[src/design/eefc_pkg.sv]
package eefc_pkg;

    // Default build values for the top-level parameters
    localparam int WINDOW_DEF      = 10;
    localparam int SAMPLE_BITS_DEF = 12;
    localparam int FRAC_BITS_DEF   = 16;

    // Fixed datapath widths
    localparam int COEF_W    = 20;
    localparam int ST_W      = 40;
    localparam int ACC_W     = 64;
    localparam int NOUT_W    = 17;
    localparam int ENV_W     = 16;
    localparam int NUM_REGS  = 6;
    localparam int CFG_IDX_W = 3;
    localparam int QUEUE_DEPTH = 2;

    typedef logic signed [COEF_W-1:0] t_coef;
    typedef logic signed [ST_W-1:0]   t_st;
    typedef logic [CFG_IDX_W-1:0]     t_cfg_idx;

    // Register map; the notch terms also use these codes as term numbers
    localparam t_cfg_idx REG_HP_ALPHA = 3'd0;
    localparam t_cfg_idx REG_NOTCH_B0 = 3'd1;
    localparam t_cfg_idx REG_NOTCH_B1 = 3'd2;
    localparam t_cfg_idx REG_NOTCH_B2 = 3'd3;
    localparam t_cfg_idx REG_NOTCH_A1 = 3'd4;
    localparam t_cfg_idx REG_NOTCH_A2 = 3'd5;

    localparam t_coef COEF_RST [NUM_REGS] = '{
        20'sd58220, 20'sd64352, -20'sd119665, 20'sd64352, -20'sd119665, 20'sd63167
    };

    // Saturation bounds of the notch integer output
    localparam logic signed [NOUT_W-1:0] NO_MAX = 17'sd65535;
    localparam logic signed [NOUT_W-1:0] NO_MIN = -17'sd65536;

    typedef struct packed {
        logic     we;
        t_cfg_idx idx;
        t_coef    data;
    } t_cfg_wr;

    // Filter result handed to the averager
    typedef struct packed {
        logic signed [NOUT_W-1:0] notch_output;
        logic [ENV_W-1:0]         rect;
    } t_env_req;

endpackage

[src/design/eefc_sample_if.sv]
interface eefc_sample_if
    import eefc_pkg::*;
#(
    parameter int SAMPLE_BITS = SAMPLE_BITS_DEF
);
    logic                   valid;
    logic                   ready;
    logic [SAMPLE_BITS-1:0] sample;

    modport source (output valid, output sample, input ready);
    modport sink   (input valid, input sample, output ready);
endinterface

[src/design/eefc_result_if.sv]
interface eefc_result_if
    import eefc_pkg::*;
();
    logic                     valid;
    logic                     ready;
    logic signed [NOUT_W-1:0] notch_output;
    logic [ENV_W-1:0]         envelope;

    modport source (output valid, output notch_output, output envelope, input ready);
    modport sink   (input valid, input notch_output, input envelope, output ready);
endinterface

[src/design/eefc_front.sv]
module eefc_front
    import eefc_pkg::*;
#(
    parameter int SAMPLE_BITS = SAMPLE_BITS_DEF
) (
    input  logic                        i_clk,
    input  logic                        i_rst_n,
    input  logic                        i_valid,
    input  logic [SAMPLE_BITS-1:0]      i_sample,
    output logic                        o_ready,
    input  logic                        i_q_full,
    output logic                        o_push,
    output logic signed [SAMPLE_BITS:0] o_delta
);

    logic [SAMPLE_BITS-1:0] r_last;
    logic [SAMPLE_BITS-1:0] n_last;

    // Take a beat whenever the queue has room
    assign o_ready = !i_q_full;
    assign o_push  = i_valid && !i_q_full;

    // High-pass input difference x - x_prev, in whole sample units
    assign o_delta = $signed({1'b0, i_sample}) - $signed({1'b0, r_last});

    always_comb begin
        n_last = r_last;
        if (o_push) begin
            n_last = i_sample;
        end
    end

    always_ff @(posedge i_clk) begin
        if (!i_rst_n) begin
            r_last <= '0;
        end else begin
            r_last <= n_last;
        end
    end

endmodule

[src/design/eefc_queue.sv]
module eefc_queue
    import eefc_pkg::*;
#(
    parameter int WIDTH = SAMPLE_BITS_DEF + 1,
    parameter int DEPTH = QUEUE_DEPTH
) (
    input  logic             i_clk,
    input  logic             i_rst_n,
    input  logic             i_push,
    input  logic [WIDTH-1:0] i_data,
    input  logic             i_pop,
    output logic [WIDTH-1:0] o_data,
    output logic             o_full,
    output logic             o_valid
);

    localparam int PTR_W = (DEPTH > 1) ? $clog2(DEPTH) : 1;
    localparam int CNT_W = $clog2(DEPTH + 1);
    localparam logic [PTR_W-1:0] PTR_LAST = PTR_W'(DEPTH - 1);
    localparam logic [CNT_W-1:0] CNT_FULL = CNT_W'(DEPTH);

    logic [WIDTH-1:0] r_mem [DEPTH];
    logic [PTR_W-1:0] r_wptr, n_wptr;
    logic [PTR_W-1:0] r_rptr, n_rptr;
    logic [CNT_W-1:0] r_count, n_count;
    logic             do_push, do_pop;

    assign o_full  = (r_count == CNT_FULL);
    assign o_valid = (r_count != '0);
    assign o_data  = r_mem[r_rptr];
    assign do_push = i_push && !o_full;
    assign do_pop  = i_pop && o_valid;

    // Pointer and occupancy update
    always_comb begin
        n_wptr  = r_wptr;
        n_rptr  = r_rptr;
        n_count = r_count;
        if (do_push) begin
            n_wptr = (r_wptr == PTR_LAST) ? '0 : r_wptr + 1'b1;
        end
        if (do_pop) begin
            n_rptr = (r_rptr == PTR_LAST) ? '0 : r_rptr + 1'b1;
        end
        if (do_push && !do_pop) begin
            n_count = r_count + 1'b1;
        end else if (do_pop && !do_push) begin
            n_count = r_count - 1'b1;
        end
    end

    always_ff @(posedge i_clk) begin
        if (!i_rst_n) begin
            r_wptr  <= '0;
            r_rptr  <= '0;
            r_count <= '0;
        end else begin
            r_wptr  <= n_wptr;
            r_rptr  <= n_rptr;
            r_count <= n_count;
        end
    end

    // Entry storage
    always_ff @(posedge i_clk) begin
        if (do_push) begin
            r_mem[r_wptr] <= i_data;
        end
    end

    a_count_bound: assert property (@(posedge i_clk) disable iff (!i_rst_n)
        r_count <= CNT_FULL)
        else $error("queue occupancy above depth");

endmodule

[src/design/eefc_filter.sv]
module eefc_filter
    import eefc_pkg::*;
#(
    parameter int SAMPLE_BITS = SAMPLE_BITS_DEF,
    parameter int FRAC_BITS   = FRAC_BITS_DEF
) (
    input  logic                        i_clk,
    input  logic                        i_rst_n,
    input  t_cfg_wr                     i_cfg,
    input  logic                        i_q_valid,
    input  logic signed [SAMPLE_BITS:0] i_q_delta,
    output logic                        o_q_pop,
    output logic                        o_req_valid,
    output t_env_req                    o_req,
    input  logic                        i_req_ready
);

    localparam logic [2:0] S_IDLE  = 3'd0;
    localparam logic [2:0] S_MUL   = 3'd1;
    localparam logic [2:0] S_DRAIN = 3'd2;
    localparam logic [2:0] S_FIN   = 3'd3;
    localparam logic [2:0] S_HOLD  = 3'd4;

    localparam int MUL_W  = COEF_W + 1;
    localparam int PROD_W = 2 * MUL_W;
    localparam int HALF_W = ST_W / 2;

    localparam logic signed [ACC_W-1:0] ACC_ST_MAX =
        {{(ACC_W-ST_W+1){1'b0}}, {(ST_W-1){1'b1}}};
    localparam logic signed [ACC_W-1:0] ACC_ST_MIN = ~ACC_ST_MAX;
    localparam logic [ST_W-1:0] MAG_POS_MAX = ST_W'(2**ENV_W - 1);
    localparam logic [ST_W-1:0] MAG_NEG_MAX = ST_W'(2**ENV_W);

    function automatic t_st sat_st(input logic signed [ACC_W-1:0] v);
        logic signed [ACC_W-1:0] c;
        c = v;
        if (v > ACC_ST_MAX) begin
            c = ACC_ST_MAX;
        end else if (v < ACC_ST_MIN) begin
            c = ACC_ST_MIN;
        end
        return c[ST_W-1:0];
    endfunction

    logic [2:0]              r_state, n_state;
    t_cfg_idx                r_term, n_term;
    logic                    r_half, n_half;
    logic                    r_pvalid, n_pvalid;
    logic                    r_psub, n_psub;
    logic                    r_pshift, n_pshift;
    logic signed [PROD_W-1:0] r_prod;
    logic signed [ACC_W-1:0] r_acc, n_acc;
    t_st                     r_hpin, n_hpin;
    t_st                     r_hp_y, n_hp_y;
    t_st                     r_x1, n_x1, r_x2, n_x2;
    t_st                     r_y1, n_y1, r_y2, n_y2;
    t_env_req                r_req, n_req;
    t_coef                   r_coef [NUM_REGS];

    t_st                     opnd;
    logic signed [MUL_W-1:0] m_a, m_b;
    logic signed [ACC_W-1:0] prod_ext, prod_sh, delta_ext, hp_sum, acc_sh;
    t_st                     fin_val;
    logic [ST_W-1:0]         y_abs, mag;
    logic signed [NOUT_W-1:0] no_val;
    logic [ENV_W-1:0]        rect_val;

    // Coefficient registers
    always_ff @(posedge i_clk) begin
        if (!i_rst_n) begin
            for (int i = 0; i < NUM_REGS; i++) begin
                r_coef[i] <= COEF_RST[i];
            end
        end else if (i_cfg.we && (i_cfg.idx < CFG_IDX_W'(NUM_REGS))) begin
            r_coef[i_cfg.idx] <= i_cfg.data;
        end
    end

    // Operand for the current term
    always_comb begin
        case (r_term)
            REG_HP_ALPHA: opnd = r_hpin;
            REG_NOTCH_B0: opnd = r_hp_y;
            REG_NOTCH_B1: opnd = r_x1;
            REG_NOTCH_B2: opnd = r_x2;
            REG_NOTCH_A1: opnd = r_y1;
            REG_NOTCH_A2: opnd = r_y2;
            default:      opnd = '0;
        endcase
    end

    // 40-bit operand taken in two 20-bit halves: low half unsigned, high half signed
    assign m_a = {r_coef[r_term][COEF_W-1], r_coef[r_term]};
    assign m_b = r_half ? {opnd[ST_W-1], opnd[ST_W-1:HALF_W]}
                        : {1'b0, opnd[HALF_W-1:0]};

    always_ff @(posedge i_clk) begin
        r_prod <= m_a * m_b;
    end

    // Aligned partial product for the accumulator
    assign prod_ext = {{(ACC_W-PROD_W){r_prod[PROD_W-1]}}, r_prod};
    assign prod_sh  = r_pshift ? (prod_ext <<< HALF_W) : prod_ext;

    // High-pass pre-sum: y_prev + (x - x_prev) in fixed point
    assign delta_ext = {{(ACC_W-SAMPLE_BITS-1){i_q_delta[SAMPLE_BITS]}}, i_q_delta}
                       <<< FRAC_BITS;
    assign hp_sum    = {{(ACC_W-ST_W){r_hp_y[ST_W-1]}}, r_hp_y} + delta_ext;

    // Scale back and clamp the finished sum
    assign acc_sh  = r_acc >>> FRAC_BITS;
    assign fin_val = sat_st(acc_sh);

    // Integer part toward zero, then clamp for both result fields
    assign y_abs = fin_val[ST_W-1] ? (~fin_val + 1'b1) : fin_val;
    assign mag   = y_abs >> FRAC_BITS;

    always_comb begin
        if (!fin_val[ST_W-1]) begin
            no_val = (mag > MAG_POS_MAX) ? NO_MAX : $signed(mag[NOUT_W-1:0]);
        end else begin
            no_val = (mag > MAG_NEG_MAX) ? NO_MIN
                                         : $signed(NOUT_W'(0) - mag[NOUT_W-1:0]);
        end
        rect_val = (mag > MAG_POS_MAX) ? '1 : mag[ENV_W-1:0];
    end

    // Term sequencer
    always_comb begin
        n_state  = r_state;
        n_term   = r_term;
        n_half   = r_half;
        n_pvalid = 1'b0;
        n_psub   = r_psub;
        n_pshift = r_pshift;
        n_acc    = r_acc;
        n_hpin   = r_hpin;
        n_hp_y   = r_hp_y;
        n_x1     = r_x1;
        n_x2     = r_x2;
        n_y1     = r_y1;
        n_y2     = r_y2;
        n_req    = r_req;
        o_q_pop  = 1'b0;
        if (r_pvalid) begin
            n_acc = r_psub ? (r_acc - prod_sh) : (r_acc + prod_sh);
        end
        unique case (r_state)
            S_IDLE: begin
                if (i_q_valid) begin
                    o_q_pop = 1'b1;
                    n_hpin  = sat_st(hp_sum);
                    n_term  = REG_HP_ALPHA;
                    n_half  = 1'b0;
                    n_acc   = '0;
                    n_state = S_MUL;
                end
            end
            S_MUL: begin
                n_pvalid = 1'b1;
                n_psub   = (r_term == REG_NOTCH_A1) || (r_term == REG_NOTCH_A2);
                n_pshift = r_half;
                if (r_half) begin
                    n_half = 1'b0;
                    if ((r_term == REG_HP_ALPHA) || (r_term == REG_NOTCH_A2)) begin
                        n_state = S_DRAIN;
                    end else begin
                        n_term = r_term + CFG_IDX_W'(1);
                    end
                end else begin
                    n_half = 1'b1;
                end
            end
            S_DRAIN: begin
                n_state = S_FIN;
            end
            S_FIN: begin
                n_acc = '0;
                if (r_term == REG_HP_ALPHA) begin
                    n_hp_y  = fin_val;
                    n_term  = REG_NOTCH_B0;
                    n_state = S_MUL;
                end else begin
                    n_x2  = r_x1;
                    n_x1  = r_hp_y;
                    n_y2  = r_y1;
                    n_y1  = fin_val;
                    n_req.notch_output = no_val;
                    n_req.rect         = rect_val;
                    n_state = S_HOLD;
                end
            end
            S_HOLD: begin
                if (i_req_ready) begin
                    n_state = S_IDLE;
                end
            end
            default: n_state = S_IDLE;
        endcase
    end

    always_ff @(posedge i_clk) begin
        if (!i_rst_n) begin
            r_state  <= S_IDLE;
            r_term   <= REG_HP_ALPHA;
            r_half   <= 1'b0;
            r_pvalid <= 1'b0;
            r_psub   <= 1'b0;
            r_pshift <= 1'b0;
            r_acc    <= '0;
            r_hpin   <= '0;
            r_hp_y   <= '0;
            r_x1     <= '0;
            r_x2     <= '0;
            r_y1     <= '0;
            r_y2     <= '0;
            r_req    <= '0;
        end else begin
            r_state  <= n_state;
            r_term   <= n_term;
            r_half   <= n_half;
            r_pvalid <= n_pvalid;
            r_psub   <= n_psub;
            r_pshift <= n_pshift;
            r_acc    <= n_acc;
            r_hpin   <= n_hpin;
            r_hp_y   <= n_hp_y;
            r_x1     <= n_x1;
            r_x2     <= n_x2;
            r_y1     <= n_y1;
            r_y2     <= n_y2;
            r_req    <= n_req;
        end
    end

    assign o_req_valid = (r_state == S_HOLD);
    assign o_req       = r_req;

    a_fin_drained: assert property (@(posedge i_clk) disable iff (!i_rst_n)
        (r_state == S_FIN) |-> !r_pvalid)
        else $error("product still pending when accumulator is read");

endmodule

[src/design/eefc_avg.sv]
module eefc_avg
    import eefc_pkg::*;
#(
    parameter int WINDOW = WINDOW_DEF
) (
    input  logic                     i_clk,
    input  logic                     i_rst_n,
    input  logic                     i_req_valid,
    input  t_env_req                 i_req,
    output logic                     o_req_ready,
    output logic                     o_res_valid,
    output logic signed [NOUT_W-1:0] o_res_notch,
    output logic [ENV_W-1:0]         o_res_env,
    input  logic                     i_res_ready
);

    localparam logic [1:0] S_IDLE = 2'd0;
    localparam logic [1:0] S_UPD  = 2'd1;
    localparam logic [1:0] S_DIV  = 2'd2;
    localparam logic [1:0] S_DONE = 2'd3;

    localparam int SLOT_W = (WINDOW > 1) ? $clog2(WINDOW) : 1;
    localparam int FILL_W = $clog2(WINDOW + 1);
    localparam int SUM_W  = ENV_W + $clog2(WINDOW);
    localparam int CNT_W  = $clog2(ENV_W);
    localparam logic [SLOT_W-1:0] SLOT_LAST = SLOT_W'(WINDOW - 1);
    localparam logic [FILL_W-1:0] WIN_F     = FILL_W'(WINDOW);
    localparam logic [CNT_W-1:0]  CNT_LAST  = CNT_W'(ENV_W - 1);

    logic [1:0]               r_state, n_state;
    logic [SLOT_W-1:0]        r_slot, n_slot;
    logic [FILL_W-1:0]        r_fill, n_fill;
    logic [SUM_W-1:0]         r_sum, n_sum;
    logic signed [NOUT_W-1:0] r_no, n_no;
    logic [ENV_W-1:0]         r_rect, n_rect;
    logic [ENV_W-1:0]         r_quo, n_quo;
    logic [FILL_W-1:0]        r_rem, n_rem;
    logic [FILL_W-1:0]        r_div, n_div;
    logic [CNT_W-1:0]         r_cnt, n_cnt;
    logic                     r_out_valid, n_out_valid;
    logic signed [NOUT_W-1:0] r_out_no, n_out_no;
    logic [ENV_W-1:0]         r_out_env, n_out_env;

    logic [ENV_W-1:0]         r_mem [WINDOW];
    logic [ENV_W-1:0]         r_rdata;

    logic [ENV_W-1:0]         old_val;
    logic [SUM_W-1:0]         sum_upd;
    logic [FILL_W-1:0]        fill_upd;
    logic [FILL_W:0]          rem_sh;
    logic                     rem_ge;

    // Window memory: read port follows the write slot, written in the update step
    always_ff @(posedge i_clk) begin
        r_rdata <= r_mem[r_slot];
        if (r_state == S_UPD) begin
            r_mem[r_slot] <= r_rect;
        end
    end

    // Slots past the fill count have never been written since reset: they read as zero
    assign old_val  = (r_fill == WIN_F) ? r_rdata : '0;
    assign sum_upd  = r_sum - SUM_W'(old_val) + SUM_W'(r_rect);
    assign fill_upd = (r_fill == WIN_F) ? r_fill : r_fill + 1'b1;

    // One restoring division step
    assign rem_sh = {r_rem, r_quo[ENV_W-1]};
    assign rem_ge = (rem_sh >= {1'b0, r_div});

    always_comb begin
        n_state     = r_state;
        n_slot      = r_slot;
        n_fill      = r_fill;
        n_sum       = r_sum;
        n_no        = r_no;
        n_rect      = r_rect;
        n_quo       = r_quo;
        n_rem       = r_rem;
        n_div       = r_div;
        n_cnt       = r_cnt;
        n_out_valid = r_out_valid && !i_res_ready;
        n_out_no    = r_out_no;
        n_out_env   = r_out_env;
        unique case (r_state)
            S_IDLE: begin
                if (i_req_valid) begin
                    n_no    = i_req.notch_output;
                    n_rect  = i_req.rect;
                    n_state = S_UPD;
                end
            end
            S_UPD: begin
                n_sum  = sum_upd;
                n_fill = fill_upd;
                n_slot = (r_slot == SLOT_LAST) ? '0 : r_slot + 1'b1;
                n_div  = fill_upd;
                // Quotient fits 16 bits, so the sum's upper bits seed the remainder
                n_rem  = FILL_W'(sum_upd >> ENV_W);
                n_quo  = sum_upd[ENV_W-1:0];
                n_cnt  = '0;
                n_state = S_DIV;
            end
            S_DIV: begin
                n_rem = rem_ge ? FILL_W'(rem_sh - {1'b0, r_div}) : rem_sh[FILL_W-1:0];
                n_quo = {r_quo[ENV_W-2:0], rem_ge};
                n_cnt = r_cnt + 1'b1;
                if (r_cnt == CNT_LAST) begin
                    n_state = S_DONE;
                end
            end
            S_DONE: begin
                if (!r_out_valid || i_res_ready) begin
                    n_out_valid = 1'b1;
                    n_out_no    = r_no;
                    n_out_env   = r_quo;
                    n_state     = S_IDLE;
                end
            end
            default: n_state = S_IDLE;
        endcase
    end

    always_ff @(posedge i_clk) begin
        if (!i_rst_n) begin
            r_state     <= S_IDLE;
            r_slot      <= '0;
            r_fill      <= '0;
            r_sum       <= '0;
            r_cnt       <= '0;
            r_out_valid <= 1'b0;
        end else begin
            r_state     <= n_state;
            r_slot      <= n_slot;
            r_fill      <= n_fill;
            r_sum       <= n_sum;
            r_cnt       <= n_cnt;
            r_out_valid <= n_out_valid;
        end
    end

    always_ff @(posedge i_clk) begin
        r_no      <= n_no;
        r_rect    <= n_rect;
        r_quo     <= n_quo;
        r_rem     <= n_rem;
        r_div     <= n_div;
        r_out_no  <= n_out_no;
        r_out_env <= n_out_env;
    end

    assign o_req_ready = (r_state == S_IDLE);
    assign o_res_valid = r_out_valid;
    assign o_res_notch = r_out_no;
    assign o_res_env   = r_out_env;

    a_fill_bound: assert property (@(posedge i_clk) disable iff (!i_rst_n)
        r_fill <= WIN_F)
        else $error("fill count above window");

    a_slot_tracks_fill: assert property (@(posedge i_clk) disable iff (!i_rst_n)
        (r_fill != WIN_F) |-> (FILL_W'(r_slot) == r_fill))
        else $error("write slot out of step with fill count while filling");

    a_rem_below_div: assert property (@(posedge i_clk) disable iff (!i_rst_n)
        (r_state == S_DIV) |-> (r_rem < r_div))
        else $error("divider remainder not below divisor");

endmodule

[src/design/emg_envelope_filter_chain.sv]
// EMG envelope filter chain.
// Input channel i_sample: one raw converter reading per beat (valid/ready).
// Output channel o_result: one beat per input beat, carrying the integer part
// of the notch output and the moving-average envelope, in input order.
// Coefficients are written through i_cfg_we / i_cfg_idx / i_cfg_wdata; the
// user must write them only while the block is idle (the block itself does
// not enforce this). Indexes beyond the notch a2 register are ignored.
// Structure: a front end takes samples and forms the high-pass input
// difference into a two-entry queue; the filter engine runs the high-pass
// and the notch on one shared 21x21 multiplier (twelve half products); the
// averager updates the window memory and runs a 16-step divider, which sets
// the sample rate, and the filter can work on the next sample meanwhile.
// A stall on o_result holds the result register; the averager and filter then
// fill up behind it and the queue stops taking samples once full.
// Reset (i_rst_n low, synchronous) restores the default coefficients and
// clears filter history, window sum, fill count and write slot: a new session.
module emg_envelope_filter_chain
    import eefc_pkg::*;
#(
    parameter int WINDOW      = WINDOW_DEF,
    parameter int SAMPLE_BITS = SAMPLE_BITS_DEF,
    parameter int FRAC_BITS   = FRAC_BITS_DEF
) (
    input  logic              i_clk,
    input  logic              i_rst_n,
    eefc_sample_if.sink       i_sample,
    eefc_result_if.source     o_result,
    input  logic              i_cfg_we,
    input  t_cfg_idx          i_cfg_idx,
    input  logic [COEF_W-1:0] i_cfg_wdata
);

    logic                        q_full, q_valid, q_push, q_pop;
    logic signed [SAMPLE_BITS:0] f_delta;
    logic [SAMPLE_BITS:0]        q_data;
    t_cfg_wr                     cfg;
    logic                        req_valid, req_ready;
    t_env_req                    req;

    assign cfg.we   = i_cfg_we;
    assign cfg.idx  = i_cfg_idx;
    assign cfg.data = $signed(i_cfg_wdata);

    eefc_front #(
        .SAMPLE_BITS (SAMPLE_BITS)
    ) u_front (
        .i_clk    (i_clk),
        .i_rst_n  (i_rst_n),
        .i_valid  (i_sample.valid),
        .i_sample (i_sample.sample),
        .o_ready  (i_sample.ready),
        .i_q_full (q_full),
        .o_push   (q_push),
        .o_delta  (f_delta)
    );

    eefc_queue #(
        .WIDTH (SAMPLE_BITS + 1),
        .DEPTH (QUEUE_DEPTH)
    ) u_queue (
        .i_clk   (i_clk),
        .i_rst_n (i_rst_n),
        .i_push  (q_push),
        .i_data  (f_delta),
        .i_pop   (q_pop),
        .o_data  (q_data),
        .o_full  (q_full),
        .o_valid (q_valid)
    );

    eefc_filter #(
        .SAMPLE_BITS (SAMPLE_BITS),
        .FRAC_BITS   (FRAC_BITS)
    ) u_filter (
        .i_clk       (i_clk),
        .i_rst_n     (i_rst_n),
        .i_cfg       (cfg),
        .i_q_valid   (q_valid),
        .i_q_delta   ($signed(q_data)),
        .o_q_pop     (q_pop),
        .o_req_valid (req_valid),
        .o_req       (req),
        .i_req_ready (req_ready)
    );

    eefc_avg #(
        .WINDOW (WINDOW)
    ) u_avg (
        .i_clk       (i_clk),
        .i_rst_n     (i_rst_n),
        .i_req_valid (req_valid),
        .i_req       (req),
        .o_req_ready (req_ready),
        .o_res_valid (o_result.valid),
        .o_res_notch (o_result.notch_output),
        .o_res_env   (o_result.envelope),
        .i_res_ready (o_result.ready)
    );

endmodule
[src/flat_wrapper.sv]
// flat-port wrapper written by rule: the top's interface ports become plain ports
module emg_envelope_filter_chain_flat import eefc_pkg::*;
#(
    parameter int WINDOW      = WINDOW_DEF,
    parameter int SAMPLE_BITS = SAMPLE_BITS_DEF,
    parameter int FRAC_BITS   = FRAC_BITS_DEF
)
  (i_clk, i_rst_n, i_cfg_we, i_cfg_idx, i_cfg_wdata, i_sample_valid, i_sample_sample, i_sample_ready, o_result_valid, o_result_notch_output, o_result_envelope, o_result_ready);
  eefc_sample_if #(.SAMPLE_BITS(SAMPLE_BITS)) i_sample_i ();
  eefc_result_if o_result_i ();
  input  logic i_clk;
  input  logic i_rst_n;
  input  logic i_cfg_we;
  input  t_cfg_idx i_cfg_idx;
  input  logic [COEF_W-1:0] i_cfg_wdata;
  input wire logic [$bits(i_sample_i.valid)-1:0] i_sample_valid;
  input wire logic [$bits(i_sample_i.sample)-1:0] i_sample_sample;
  output wire logic [$bits(i_sample_i.ready)-1:0] i_sample_ready;
  output wire logic [$bits(o_result_i.valid)-1:0] o_result_valid;
  output wire logic [$bits(o_result_i.notch_output)-1:0] o_result_notch_output;
  output wire logic [$bits(o_result_i.envelope)-1:0] o_result_envelope;
  input wire logic [$bits(o_result_i.ready)-1:0] o_result_ready;
  assign i_sample_i.valid = i_sample_valid;
  assign i_sample_i.sample = i_sample_sample;
  assign i_sample_ready = i_sample_i.ready;
  assign o_result_valid = o_result_i.valid;
  assign o_result_notch_output = o_result_i.notch_output;
  assign o_result_envelope = o_result_i.envelope;
  assign o_result_i.ready = o_result_ready;
  emg_envelope_filter_chain #(.WINDOW(WINDOW), .SAMPLE_BITS(SAMPLE_BITS), .FRAC_BITS(FRAC_BITS)) u_core (.i_clk(i_clk), .i_rst_n(i_rst_n), .i_sample(i_sample_i), .o_result(o_result_i), .i_cfg_we(i_cfg_we), .i_cfg_idx(i_cfg_idx), .i_cfg_wdata(i_cfg_wdata));
endmodule
[config.mk]
export PLATFORM = sky130hd
export DESIGN_NAME = emg_envelope_filter_chain_flat
export DESIGN_NICKNAME = d
export VERILOG_FILES = /design/src/design/eefc_pkg.sv /design/src/design/eefc_sample_if.sv /design/src/design/eefc_result_if.sv /design/src/design/eefc_front.sv /design/src/design/eefc_queue.sv /design/src/design/eefc_filter.sv /design/src/design/eefc_avg.sv /design/src/design/emg_envelope_filter_chain.sv /design/src/flat_wrapper.sv
export SDC_FILE = /design/constraint.sdc
export NUM_CORES = 2
export LEC_CHECK = 0
export ABC_CLOCK_PERIOD_IN_PS = 12900
export BUFFER_PORTS_ARGS = -buffer_cell sky130_fd_sc_hd__buf_2
export CORE_MARGIN = 10
export CORE_UTILIZATION = 30
export CTS_CLUSTER_DIAMETER = 120
export CTS_CLUSTER_SIZE = 12
export DETAILED_ROUTE_END_ITERATION = 10
export PLACE_DENSITY = 0.41
export SLEW_MARGIN = 5
export SYNTH_ARGS = -nofsm -noshare
export SYNTH_HDL_FRONTEND = slang
export SYNTH_SLANG_ARGS = --single-unit
[constraint.sdc]
create_clock -name i_clk -period 12.9 [get_ports i_clk]
set_clock_uncertainty 0.05 [all_clocks]
set_input_delay 0 -clock i_clk [delete_from_list [all_inputs] [get_ports i_clk]]
set_output_delay 0 -clock i_clk [all_outputs]
set_load 0.1 [all_outputs]
; Yosys cells after proc, flatten, opt, wreduce, memory -nomap -nowiden
; Memory sizes are Yosys's and may differ from the RTL's. A register that Yosys moved wholly into a read port is not among the register bits.
; Index checks and enable logic that the tools add are counted.
[totals]
memories = 3
ram_bits = 306
regBits = 529
inputBits = 40
out_inout_bits = 35
word_cells = 187
[memory_table]
columns = memory, depth, width, read_ports, rd_clocked_by_memory_dff, wr, line_no
row1 = u_core.u_avg.r_mem, 10, 16, 1, 1, 1, eefc_avg.sv:44  ; logic [ENV_W-1:0] r_mem [WINDOW];
row2 = u_core.u_filter.r_coef, 6, 20, 1, 1, 6, eefc_filter.sv:58  ; t_coef r_coef [NUM_REGS];
row3 = u_core.u_queue.r_mem, 2, 13, 1, 1, 1, eefc_queue.sv:22  ; logic [WIDTH-1:0] r_mem [DEPTH];
[op_classes]
n_lt_le_gt_ge = 8
multipliers = 1
reduce_logical = 33
bitwise_logic = 2
addsub = 17
muxes = 65
eq_ne = 25
[op_table]
columns = cell, count
row1 = 40-bit one-hot mux with 6 select lines, 1
row2 = 40-bit 2-to-1 mux, 5
row3 = 64-bit 2-to-1 mux, 3
row4 = 64-bit one-hot mux with 2 select lines, 1
row5 = 64-bit by 61-bit adder with 64-bit output, 1
row6 = 64-bit by 61-bit subtractor with 64-bit output, 1
row7 = 60-bit 2-to-1 mux, 1
row8 = 17-bit 2-to-1 mux, 3
row9 = "48-bit by 40-bit > comparator with 1-bit output, second input constant", 1
row10 = "48-bit by 40-bit less-than comparator with 1-bit output, second input constant", 1
row11 = 40-bit by 29-bit adder with 41-bit output, 1
row12 = "41-bit by 40-bit > comparator with 1-bit output, second input constant", 1
row13 = "41-bit by 40-bit less-than comparator with 1-bit output, second input constant", 1
row14 = 20-bit by 21-bit multiplier with 41-bit output, 1
row15 = "40-bit by 1-bit adder with 40-bit output, second input constant", 1
row16 = 40-bit NOT, 1
row17 = 3-bit 2-to-1 mux, 12
row18 = 16-bit 2-to-1 mux, 2
row19 = 16-bit one-hot mux with 2 select lines, 1
row20 = "24-bit by 16-bit > comparator with 1-bit output, second input constant", 1
row21 = "24-bit by 17-bit > comparator with 1-bit output, second input constant", 1
row22 = 21-bit 2-to-1 mux, 1
row23 = 20-bit by 16-bit adder with 20-bit output, 1
row24 = 1-bit 2-to-1 mux, 20
row25 = other kinds (40), 88

; Depth between registers and ports, before layout
[logic_depth]
depth_word = 9
mapped_depth = 38
mapped_depth_nobuf = 35

; Hierarchy
; A second synthesis with hierarchy kept.
[hier_totals]
cells_unflattened = 6369
area_unflattened_um2 = 61073.6
[by_module_without_submodules]
columns = module, area_each_um2, instances, cells_per_inst, seq_area_each_um2
row1 = eefc_filter, 46044.2, 1, 5293, 12632.1
row2 = eefc_avg, 12786.0, 1, 868, 8528.2
row3 = eefc_queue, 1168.6, 1, 65, 880.8
row4 = eefc_front, 1074.8, 1, 143, 240.2

; Worst setup path after synthesis
; Ideal clock, no wire load.
[synth_path]
kind = register to register
start = register u_core.u_filter.r_term[2]
end = register u_core.u_filter.r_prod[40]
period_less_slack_ps = 9072
stages_incl_launch_ff = 35
setup_slack_ps = 3828
arrival_time_ps = 8950
setup_time_ps = 72
path_cell_list = dfxtp_1 -> clkbuf_1 -> buf_1 -> inv_1 -> ha_1 -> clkbuf_1 -> clkbuf_1 -> a22oi_1 -> nand3_1 -> a22oi_1 -> nor2_1 -> fa_1 -> inv_1 -> fa_1 -> fa_1 -> inv_1 -> fa_1 -> fa_1 -> fa_1 -> inv_1 -> fa_1 -> inv_1 -> ha_1 -> a21o_1 -> a21o_1 -> a21o_1 -> a21o_1 -> a2111oi_0 -> a21oi_1 -> a221oi_1 -> o21ai_1 -> o31ai_1 -> nand2b_1 -> a21oi_1 -> xnor2_1
[synth_via]
elab_chain_cells = 4
word_cells_on_any_way = 9
classes_between = mul: 1 / eq/ne: 5 / mux: 2 / reduce/logical: 1
[synth_rtl]
columns = item, line_no
row1 = from (decl), eefc_filter.sv:46  ; t_cfg_idx r_term, n_term;
row2 = from (signal assigned), eefc_filter.sv:220  ; r_term <= n_term;
row3 = "3-bit equality test, or another cell as far along", eefc_filter.sv:81  ; case (r_term)
row4 = 40-bit one-hot mux with 6 select lines *, eefc_filter.sv:81
row5 = 21-bit 2-to-1 mux *, eefc_filter.sv:94  ; assign m_b = r_half ? {opnd[ST_W-1], opnd[ST_W-1:HALF_W]}
row6 = 20-bit by 21-bit multiplier with 41-bit output *, eefc_filter.sv:98  ; r_prod <= m_a * m_b;
row7 = to (signal assigned), eefc_filter.sv:98
row8 = to (decl), eefc_filter.sv:51  ; logic signed [PROD_W-1:0] r_prod;
; Mark *: on every way between the ends. The rest lies on a longest branch, timed or not.
; A chain may end at the register's enable or synchronous reset.

; Worst setup path after layout
; Ends and elaborated chain as after synthesis.

==> impl_summary.md <==
Floorplanning
The die covers roughly 220000 um2. The floorplan step set the die width to approximately 470 um. The floorplan step defined a core boundary enclosing 200000 um2. The die boundary height is roughly 470 um. The number of rows in the core area is 164. The number of top-level pins is 75. The initial core utilization is 30.2%.

Worst setup path
The delay contributed by the slowest stage of the critical path is 0.57 ns. Counting buffers and inverters, the worst setup path is 32 cells deep. In this run the critical register-to-register path is launched from u_core.u_filter.r_term[2]$_SDFFE_PN0P_.

Counting cells, the worst reg-to-reg path comes to 32. The critical path data required time is ~13 ns. The launching instance or port of the critical path is u_core.u_filter.r_term[2]$_SDFFE_PN0P_. The sort of element at the start of the critical path is a flop. The endpoint of the worst setup timing path is u_core.u_filter.r_prod[40]$_DFF_P_. Across all register-to-register paths, the minimum setup slack is 2.58 ns. STA puts the critical path data arrival time at roughly 11 ns.

The cell with the most instances on the worst path is sky130_fd_sc_hd__fa_1. Among cell families on the critical path, the largest total delay comes from adder cells. The endpoint of the lowest-slack register-to-register path is u_core.u_filter.r_prod[40]$_DFF_P_. The buffer and inverter count on the worst path is 7. The maximum net fanout on the critical path is 37. The kind of critical path is reg -> reg. The worst setup path is captured at a flop. The slowest stage of the critical path is the sky130_fd_sc_hd__fa_1 cell.

Synth
The post-synthesis cell type count is 96. Sequential elements use a little under two fifths of the synthesized area. The area of the mapped netlist is 60200 um2. The count of warnings emitted by yosys is 0. The mean cell area of the mapped netlist is 9.57 um2. Counting flops with an async set or reset pin after synthesis yields a share of 0%. Synthesis produced 6294 cells.

The synthesized design contains 436 enable-type register cells. Among all flip-flop cells after synthesis, the most frequent one is sky130_fd_sc_hd__dfxtp_1. The synthesized flop and latch total is about 900.

Drt
For this run, design rule violations remaining after detail routing come to 0. For this run, the detailed router's first-pass iteration total came to 5. The wire length on met3 is 7.57 mm.

After detailed routing, the wire length on met1 is 90.5 mm. The detailed-route wire length per cell is roughly 21 um. The DRC marker count from the first detailed-route iteration is 3156. The number of nets with antenna violations after routing is 0. The post-detailed-route via-to-cell ratio is 4.97. The topmost layer with routed signal wires is met4. Across all layers, the routed design uses 45000 vias. The detailed-routed wire length on met2 is 90.3 mm. The total wire length after detailed routing is 192 mm.

STA
Setup violations remaining at the end of the flow were counted as 0. In the post-route analysis, the smallest setup slack over all paths is 2.58 ns. Adding up every negative setup slack in the final design gives 0 ns. The worst relative slew slack is around 23%. The highest clock frequency the design can meet is 0.0969 GHz. The fraction of the cycle the final worst path needs is 80.0%. The worst hold slack after final layout is 0.122 ns. At the pin with the least slew margin, the transition time is around 1.2 ns. The final number of hold-violating endpoints is 0.

Setup repair after global routing left no endpoint under its margin. The worst path in the final design needs a cycle of 10.32 ns, including I/O delays and setup. The final max-slew violation count was 0.

Global routing
The remaining global-route overflow is 0. The total global-route track usage is 17.3%. Entering global routing, the biggest net connects 95 pins. The number of antenna violations at the first check in global routing is 6.

The number of global-route vias before repair came to 46000. The first global-routing pass estimated about 290 mm of wire.

Place
The congestion estimate from routability-driven global placement came to roughly 0.84. The setup slack at placement is 2.66 ns. Detailed placement finished with a half-perimeter wire length of 140 mm. The number of port buffers is 74.

The number of placed instances, taps included, is around 9000.

Flow run
Across the run, the number of max-cap violations was 0.

Min path
The origin of the worst min-delay path is i_cfg_wdata[5]. The worst hold-check path type is in -> reg.

Outcome
The run finished with clean final reports.

Clocking
Clock latency on the worst-skew pair, taken at its later pin, is between 0.7 and 0.8 ns. Clock-pin slew was measured on the worst setup and hold paths at approximately 0.070 ns. The worst-case clock buffer depth is 3. CTS placed an instance of sky130_fd_sc_hd__clkbuf_16 at the clock tree root. In this run, CTS created clock tree buffers numbering 85. TritonCTS built the clock tree. The number of H-tree levels is 3.

Once the clock tree was built, the resizer swapped 0 gates to a different size. Buffers added to address setup during post-CTS repair amount to 0. The number of clock sinks is roughly 900.

Layout
The net count of the finished layout is about 7100. The layout-stage area growth over the synthesis result is 11.4%. Cells with a size suffix above 1 make up 8.32% of the layout.

The number of fill cells in the layout is 20600. The post-layout instance count excluding filler cells is just over 9000.
[repair_timing]
action,in CTS,in global routing
hold endpoints to repair,259,0
setup endpoints to repair,0,0
hold buffers,83,0
[area by class of cell]
class | count | area (um2) | share of cell area (%)
Sequential cell | 895 | 22300 | 33.3
Inverter | 718 | 2700 | 4.03
Clock buffer | 137 | 2350 | 3.51
Clock inverter | 9 | 153 | 0.228
Timing Repair Buffer | 255 | 1940 | 2.89
Antenna cell | 1 | 2.50 | 0.00373
Multi-Input combinational cell | 4384 | 34300 | 51.1
Tap cell | 2656 | 3320 | 4.95
[logic make-up (layout without fill, tap and decap cells)]
family / count (synthesis) / count (layout) / share of synthesized area (%)
compound gates: 1160 / 1160 / 12.0
xor+xnor: 206 / 206 / 3.00
fa+ha+maj: 718 / 718 / 20.6
buf+inv: 1054 / 1119 / 6.60
flops: 895 / 895 / 37.0
mux: 276 / 276 / 6.29
other cells: 1 / 41 / 0.00623
simple gates: 1984 / 1984 / 14.5
[worst min-delay path: stages]
cell                            delay (ns)
sky130_fd_sc_hd__dlygate4sd3_1        0.52
sky130_fd_sc_hd__buf_2                0.10
sky130_fd_sc_hd__nor2_1               0.09
sky130_fd_sc_hd__nand2_1              0.07
[worst min-delay path by stage]
stage | endpoint | cells after the start
after detailed placement | u_core.u_front.r_last[2]$_SDFFE_PN0P_ | 3
after global placement | u_core.u_front.r_last[3]$_SDFFE_PN0P_ | 3
final | u_core.u_filter.r_coef[3][5]$_SDFFCE_PN1P_ | 4
after global routing | u_core.u_filter.r_coef[4][15]$_SDFFCE_PN0P_ | 3
after CTS | u_core.u_filter.r_coef[2][13]$_SDFFCE_PN1P_ | 4
after floorplan | u_core.u_front.r_last[10]$_SDFFE_PN0P_ | 2
[state kept, by name (all words and copies together) (netlist names), 26 cells and up, named ones only]
signal	cells
u_core.u_avg.r_mem	160
u_core.u_filter.r_coef	160
u_core.u_filter.r_acc	64
u_core.u_filter.r_prod	41
u_core.u_filter.r_hp_y	40
u_core.u_filter.r_hpin	40
u_core.u_filter.r_x1	40
u_core.u_filter.r_x2	40
u_core.u_filter.r_y1	40
u_core.u_filter.r_y2	40
u_core.u_filter.o_req	33
u_core.u_queue.r_mem	26
[cell usage after synthesis, types with 35 or more instances]
master	number	area (um2)
sky130_fd_sc_hd__xnor2_1	108	946
sky130_fd_sc_hd__a21oi_1	463	2320
sky130_fd_sc_hd__a31oi_1	35	219
sky130_fd_sc_hd__mux2i_1	107	1070
sky130_fd_sc_hd__nor3_1	80	400
sky130_fd_sc_hd__a21o_1	95	713
sky130_fd_sc_hd__fa_1	458	9170
sky130_fd_sc_hd__a211oi_1	104	781
sky130_fd_sc_hd__nand2b_1	60	375
sky130_fd_sc_hd__edfxtp_1	436	13100
sky130_fd_sc_hd__buf_1	40	150
sky130_fd_sc_hd__mux2_2	97	1090
sky130_fd_sc_hd__o21ai_0	180	901
sky130_fd_sc_hd__nand3_1	87	435
sky130_fd_sc_hd__nand2_1	771	2890
sky130_fd_sc_hd__clkbuf_1	288	1080
sky130_fd_sc_hd__ha_1	248	3100
sky130_fd_sc_hd__nor2_1	686	2570
sky130_fd_sc_hd__a22oi_1	37	278
sky130_fd_sc_hd__inv_1	714	2680
sky130_fd_sc_hd__mux4_2	72	1620
sky130_fd_sc_hd__xor2_1	98	858
sky130_fd_sc_hd__nor2b_1	58	363
sky130_fd_sc_hd__and2_1	63	394
sky130_fd_sc_hd__dfxtp_1	459	9190
[metrics by stage]
stage / util (%) / instance area, um2
4_1_cts: 33.6 / 67100
3_5_place_dp: 31.9 / 63700
6_report: 33.6 / 67100
5_1_grt: 33.6 / 67100
3_3_place_gp: 31.9 / 63700
2_1_floorplan: - / 60400
[metal layers]
metal | up-vias | global-route usage (%)
li1 | 21300 | -
met1 | 22500 | 24.3
met2 | 972 | 28.7
met3 | 186 | 1.89
met4 | 0 | 3.80
met5 | - | 0
[cells in the final DEF (no fill, tap or decap), types with 77 or more instances in the layout]
cell type,netlist,routed
sky130_fd_sc_hd__inv_1,714,714
sky130_fd_sc_hd__dlygate4sd3_1,0,83
sky130_fd_sc_hd__a21oi_1,463,461
sky130_fd_sc_hd__a21o_1,95,95
sky130_fd_sc_hd__fa_1,458,458
sky130_fd_sc_hd__ha_1,248,245
sky130_fd_sc_hd__buf_4,0,99
sky130_fd_sc_hd__dfxtp_1,459,450
sky130_fd_sc_hd__nor2_1,686,680
sky130_fd_sc_hd__nand3_1,87,85
sky130_fd_sc_hd__mux2i_1,107,95
sky130_fd_sc_hd__xnor2_1,108,107
sky130_fd_sc_hd__a211oi_1,104,104
sky130_fd_sc_hd__clkbuf_16,0,86
sky130_fd_sc_hd__nand2_1,771,771
sky130_fd_sc_hd__xor2_1,98,98
sky130_fd_sc_hd__nor3_1,80,77
sky130_fd_sc_hd__edfxtp_1,436,436
sky130_fd_sc_hd__mux2_2,97,97
sky130_fd_sc_hd__o21ai_0,180,178
Power is left out: the tool's default activity adds up to more than one toggle a clock period on the data nets, which glitch-free logic cannot reach.
